**src/rtl/core/rmsb_ram.sv**
```systemverilog
`timescale 1ns / 1ps

module rmsb_ram #(
    parameter int WIDTH = 32,
    parameter int DEPTH = 16,
    localparam int AW   = (DEPTH > 1) ? $clog2(DEPTH) : 1
) (
    input  logic             clk,
    input  logic             we,
    input  logic [AW-1:0]    waddr,
    input  logic [WIDTH-1:0] wdata,
    input  logic [AW-1:0]    raddr,
    output logic [WIDTH-1:0] rdata
);

    logic [WIDTH-1:0] mem [DEPTH];

    always_ff @(posedge clk)
    begin
        if (we)
        begin
            mem[waddr] <= wdata;
        end
        rdata <= mem[raddr];
    end

endmodule

```
**config.mk**
```make
export PLATFORM = sky130hd
export DESIGN_NAME = rmsb_ram
export DESIGN_NICKNAME = d
export VERILOG_FILES = /design/src/rtl/core/rmsb_ram.sv
export SDC_FILE = /design/constraint.sdc
export NUM_CORES = 1
export LEC_CHECK = 0
export BUFFER_PORTS_ARGS = -buffer_cell sky130_fd_sc_hd__buf_2
export CAP_MARGIN = 15
export CORE_AREA = 3 3 227 229
export DETAILED_ROUTE_END_ITERATION = 6
export DIE_AREA = 0 0 230 232
export GPL_TIMING_DRIVEN = 1
export PLACE_DENSITY_LB_ADDON = 0.25
export SLEW_MARGIN = 10
export SYNTH_ARGS = -nofsm -noshare
export SYNTH_HDL_FRONTEND = slang
export SYNTH_SLANG_ARGS = --single-unit
```
**constraint.sdc**
```tcl
create_clock -name clk -period 4.73 [get_ports clk]
set_clock_uncertainty 0.15 [all_clocks]
set_input_delay 0.473 -clock clk [delete_from_list [all_inputs] [get_ports clk]]
set_output_delay 0.473 -clock clk [all_outputs]
set_load 0.02 [all_outputs]
```
==> results of run 1 <==
[metrics by stage]
step                instances  area, sq um
CTS                      1671        23140
global route             1671        23140
detailed placement       1568        21270
floorplan                 838        19850
global placement         1564        21180
finish                   1671        23140
[sequential cells by signal (all words and copies together) (netlist names)]
signal and flops:
mem 512, rdata 32
[cell families after synthesis]
family / Yosys count / synth area share (%)
flip-flops: 544 / 80.67
AND/OR/NAND/NOR: 59 / 1.273
AO/OA/AOI/OAI: 64 / 2.420
multiplexers: 128 / 14.52
buffers and inverters: 43 / 1.122
[routing by layer]
layer  GRT usage [%]  part of all wire (%)  vias to the layer above
li1                -                     -                     3811
met1           24.15                    46                     4853
met2           24.97                    47                      246
met3           2.956                   5.5                       53
met4           4.306                   1.7                        2
met5               0                 0.031                        -
[layout make-up]
class | instances | area share (%)
sequential | 544 | 69.22
multi-input combinational | 251 | 16.21
clock buffer | 77 | 6.701
tap | 672 | 3.634
timing repair buffer | 101 | 2.855
clock inverter | 26 | 1.379
[how the worst max path moves through the flow]
stage | startpoint | slack, ns | endpoint
2_1_floorplan | waddr[2] | 0.93 | mem[0][0]$_DFFE_PP_
3_3_place_gp | raddr[0] | 1.95 | rdata[6]$_DFF_P_
3_5_place_dp | waddr[2] | 1.93 | mem[9][4]$_DFFE_PP_
4_1_cts | waddr[2] | 2.57 | mem[9][8]$_DFFE_PP_
5_1_grt | raddr[0] | 2.42 | rdata[6]$_DFF_P_
6_report | raddr[1] | 2.60 | rdata[2]$_DFF_P_
[critical path: stages]
cell,delay [ns]
buf_6,0.63
buf_4,0.45
mux4_2,0.36
a22oi_1,0.38
nand2_1,0.11
[cells in the final DEF (no fill, tap or decap)]
master and count:
edfxtp_1 512, mux4_2 128, buf_2 71, a22oi_1 64
clkbuf_16 56, nand2_1 33, dfxtp_1 32, buf_4 23
clkbuf_1 14, nor2_4 13, clkinv_1 8, clkbuf_8 8
bufinv_16 7, clkinv_2 7, nor3_2 4, buf_12 4
nor2b_4 2, nand3b_1 2, nand2b_1 2, and2_2 1
nand3_1 1, or3b_2 1, inv_6 1, clkinv_8 1
inv_8 1, clkinvlp_4 1, buf_6 1, buf_16 1
[power groups by stage]
stage,Clock [W],Combinational [W],Sequential [W]
finish,0.00444,0.000502,0.00542
global route,0.00473,0.000546,0.00543
CTS,0.00453,0.000515,0.00543
detailed placement,0,0.000514,0.00553
global placement,0,0.000506,0.00552
floorplan,0,0.000259,0.00556
==> metrics.txt, run 1 <==
final setup vio count=0; PortBufs=73; fin nets=around 1,000; maximum vdd drop=approximately 0.3 mV; Yosys warnings=0; # DRC=0; gr ovfl total=0; Max Clk Rate=about 470 MHz; HP Class=in -> reg; worst-path maximum fanout=76; DIE WIDTH=around 230 um; Final Max Tran Viols=0; ratio of routed vias to standard cells=between 5 and 6; Final Cycle Share=45.13%; Sinks on Clock Net=~540; DP Wirelength=22,920 um; initial antenna violation count=2; largest net degree at the start of global routing=77; Static Leak=7.405 nW; post-CTS sizing=0; CTS clk-pin slew, worst paths=around 0.07 ns; top post-synthesis cells by count=512 x edfxtp_1, 128 x mux4_2, 64 x a22oi_1, 33 x nand2_1, 32 x dfxtp_1; Slew Limit Headroom=30.24%; PD cells=448.1 nW/um^2; Total Wirelength=42,510 um; crit path time final=approximately 2.1 ns; Hold Path End=mem[8][22]$_DFFE_PP_; Hold Slack=0.09589 ns; DR iter-0 viols=902; Internal=0.008249 W; clock share of power=roughly 43%; Starting Density=approximately 40%; Synth Register Bits=544; share of layout cells above drive strength 1=33.13%; # diodes=0; Syn Area/Cell=23.69 sq um; GPL Wtd Cong=0.6880; Mapped Cells=around 840; crit start category=input pin; syn nets=880; largest area contributor in the netlist=edfxtp_1; core box area=49,860 sq um; H-tree levels=2; Post-synth top flop=edfxtp_1; Crit Path Class=in -> reg; flop-to-flop setup slack=3.07 ns; Avg WL per Cell=between 20 and 30 um; Detail Route Antenna Nets=0; fillers=4,193; footprint of the multi-input gates=about 3700 sq um; Critical Path AT=roughly 2.5 ns; cells on worst reg2reg path=3; count leader, synth=edfxtp_1; Reg-to-Reg Start=mem[3][2]$_DFFE_PP_; Rows=between 80 and 90; total chip power=0.01037 W; Crit path required time=5.04 ns; hold path startpoint=wdata[22]; fin util=between 40% and 50%; die area=53,360 sq um; DR pass1 iterations=5; Post-synth ARST share=0%; vias in the first global route=9,588; Setup TNS=0 ns; first-pass GRT wire length=63,590 um; Max-Cap Viols=0; area of the mapped netlist=19,850 sq um; Max Buffers Root-to-Sink=3; hold-fix buffer count after cts=0; final worst-path setup slack=2.595 ns; combinational fraction of design power=4.8%; latest clock arrival within the worst-skew pair=0.60 ns; Place WS=roughly 1.9 ns; Post-synth EDFFs=512; total track usage=16.25%; TritonCTS buffer count=55; synth unique cells=18; FF-to-FF End=rdata[2]$_DFF_P_; Root Driver=clkbuf_16; Ports=74; ranking of synthesized cells by area=edfxtp_1 77%, mux4_2 15%, dfxtp_1 3.2%; CTS tree=built; Sw Pwr=about 0.0021 W; Chip Height=232 um; area occupied by registers=16,020 sq um; setup repair bufs after CTS=0; Vias=8,965; final hold vios=0; Crit. End Element=flip-flop; unrepaired setup endpoints after global routing=no; P&R area growth vs syn=16.53%; Sequential Power Share=between 50% and 60%; Hold Crit Depth=1; worst slew pin tran=1.046 ns; switching share of total power=20.43%; outcome=completed; post-synthesis sequential area ratio=between 80% and 90%; post-synth top area share=77.44%
Note: power is estimated with default switching activity, not from simulation.
==> inputs of run 2 (changes only) <==
Clock period 4.73 ns to 1.9 ns, I/O delays scaled along.
==> run 2 against run 1 <==
Clock power increased by 140%; via count grew 2.6%; register-to-register slack worse by 2.7 ns; cell area increased by 4.4%; die area is the same; sequential power up 150%; sequential cell count did not move; sequential share of layout area down 2.9 points; utilization up 2.0 points; final cell count is 3.9% higher; combinational power rose to 2.9 times the previous value; critical path type is now reg -> reg.
==> metrics.txt, run 2 (synthesis gave the netlist of run 1 again) <==
Max-Cap Viols=0 (unchanged); Sw Pwr=0.005295 W (+150%); worst-path maximum fanout=1 (-99%); ratio of routed vias to standard cells=5.297 (-1.3%); H-tree levels=2 (unchanged); total track usage=16.52% (+0.27 points); unrepaired setup endpoints after global routing=no; fillers=4,049 (-3.4%); Slowest cell on crit path=mux4_2; Detail Route Antenna Nets=0 (unchanged); Ports=74 (unchanged); most common library cell in the layout ignoring fill and taps=edfxtp_1; crit start category=flip-flop; worst-path cell chain=mux4_2 > a22oi_1 > nand2_1; Sinks on Clock Net=544 (unchanged); fin nets=1,061 (+6.6%); Top Registers=mem: 512 flops, rdata: 32 flops; worst slew pin tran=0.4490 ns (-0.5973 ns); DR iter-0 viols=761 (-16%); PortBufs=73 (unchanged); Final Max Tran Viols=0 (unchanged); Chip Height=232 um (unchanged); Crit. End Element=flip-flop; final hold vios=0 (unchanged); Critical Path AT=1.86 ns (-0.59 ns); post-CTS sizing=0 (unchanged); CP delay by family, top=multiplexers; Slew Limit Headroom=70.06% (+40 points); GPL Wtd Cong=0.6830 (-0.73%); # diodes=0 (unchanged); Rows=82 (unchanged); CTS tree=built; P&R area growth vs syn=21.61%; gr ovfl total=0 (unchanged); # DRC=0 (unchanged); DR pass1 iterations=5 (unchanged); vias in the first global route=9,762 (+1.8%); crit path time final=1.575 ns; core box area=49,860 sq um (unchanged); Total Wirelength=43,330 um (+1.9%); clock share of power=41.3% (-1.5 points); Internal=0.02014 W (+140%); PD cells=1053 nW/um^2 (+140%); Starting Density=39.82% (unchanged); Root Driver=clkbuf_16; HP Class=in -> reg; Static Leak=7.822 nW (+5.6%); largest net degree at the start of global routing=33 (-57%); setup repair bufs after CTS=0 (unchanged); most frequent cells in the layout=512 x edfxtp_1, 128 x mux4_2, 71 x buf_2; combinational fraction of design power=5.7% (+0.9 points); Max Buffers Root-to-Sink=3 (unchanged); maximum vdd drop=0.6224 mV (+110%); Vias=9,195 (+2.6%); die area=53,360 sq um (unchanged); Crit Path Class=reg -> reg; Final Cycle Share=82.90%; Crit path largest cell delay=0.48 ns (-0.15 ns); largest register by flop count=mem; DIE WIDTH=230 um (unchanged); first-pass GRT wire length=64,760 um (+1.8%); total chip power=0.02543 W (+150%); Sequential Power Share=53.1% (+0.8 points); dpl cells=1,603 (+2.2%); hold-fix buffer count after cts=32 (+32); switching share of total power=20.82% (+0.39 points); initial antenna violation count=1 (-1); Largest register FFs=512 (unchanged); DP Wirelength=23,330 um (+1.8%); WP buf/inv=0 (-2); outcome=completed; latest clock arrival within the worst-skew pair=0.59 ns (about the same); post-route insts no fill=1,736 (+3.9%); fin util=48.42% (+2.0 points); Avg WL per Cell=24.96 um (-1.9%); TritonCTS buffer count=54 (-1.8%); Place WS=0.05655 ns (-1.872 ns); final setup vio count=0 (unchanged); Crit path required time=2.18 ns (-2.86 ns); final worst-path setup slack=0.3249 ns (-2.270 ns); share of layout cells above drive strength 1=34.96% (+1.8 points); CTS clk-pin slew, worst paths=0.06 ns (about the same); Max Clk Rate=634.9 MHz
run 2: metrics by stage:
stage	cell area [sq um]	setup TNS [ns]	hold slack, ns
2_1_floorplan	19900	-168.64	0.1389
3_3_place_gp	22060	-0.001868	0.4229
3_5_place_dp	22060	0	0.4245
4_1_cts	24140	0	0.02337
5_1_grt	24140	0	0.03216
6_report	24140	0	0.03602
run 2: worst paths after layout:
| kind | slack [ns] | endpoint | cells after the start | start |
|---|---|---|---|---|
| worst min register to register | 0.51 | rdata[6]$_DFF_P_ | 3 | mem[14][6]$_DFFE_PP_ |
| worst max-delay path | 0.32 | rdata[19]$_DFF_P_ | 3 | mem[3][19]$_DFFE_PP_ |
| worst max register to register | 0.32 | rdata[19]$_DFF_P_ | 3 | mem[3][19]$_DFFE_PP_ |
| worst min-delay path | 0.04 | rdata[11]$_DFF_P_ | 4 | raddr[1] |
run 2: power by group through the flow:
stage	logic, W	registers (W)	clock network [W]
floorplan	0.000648	0.0138	0
global placement	0.00139	0.0137	0
detailed placement	0.00141	0.0138	0
CTS	0.00146	0.0135	0.0107
global route	0.00155	0.0135	0.0113
finish	0.00144	0.0135	0.0105
run 2: metal layers:
metal / up-vias / wire length [um] / global-route usage, %
li1: 3943 / - / -
met1: 4949 / 19560 / 24.27
met2: 236 / 20650 / 26.05
met3: 65 / 2352 / 2.981
met4: 2 / 763 / 3.722
met5: - / 13 / 0
run 2: cell type report:
cell class | count | area (sq um) | share of cell area, %
Sequential cell | 544 | 16020 | 66.33
Tap cell | 672 | 840.8 | 3.482
Timing Repair Buffer | 168 | 1749 | 7.245
Clock buffer | 65 | 1444 | 5.980
Multi-Input combinational cell | 251 | 3777 | 15.64
Clock inverter | 36 | 317.8 | 1.316
run 2: tightest hold or removal path: cells and delay by family:
kind            cells  cell delay [ns]
buf+inv             1             0.14
compound gates      1             0.07
mux                 1             0.24
simple gates        1             0.08
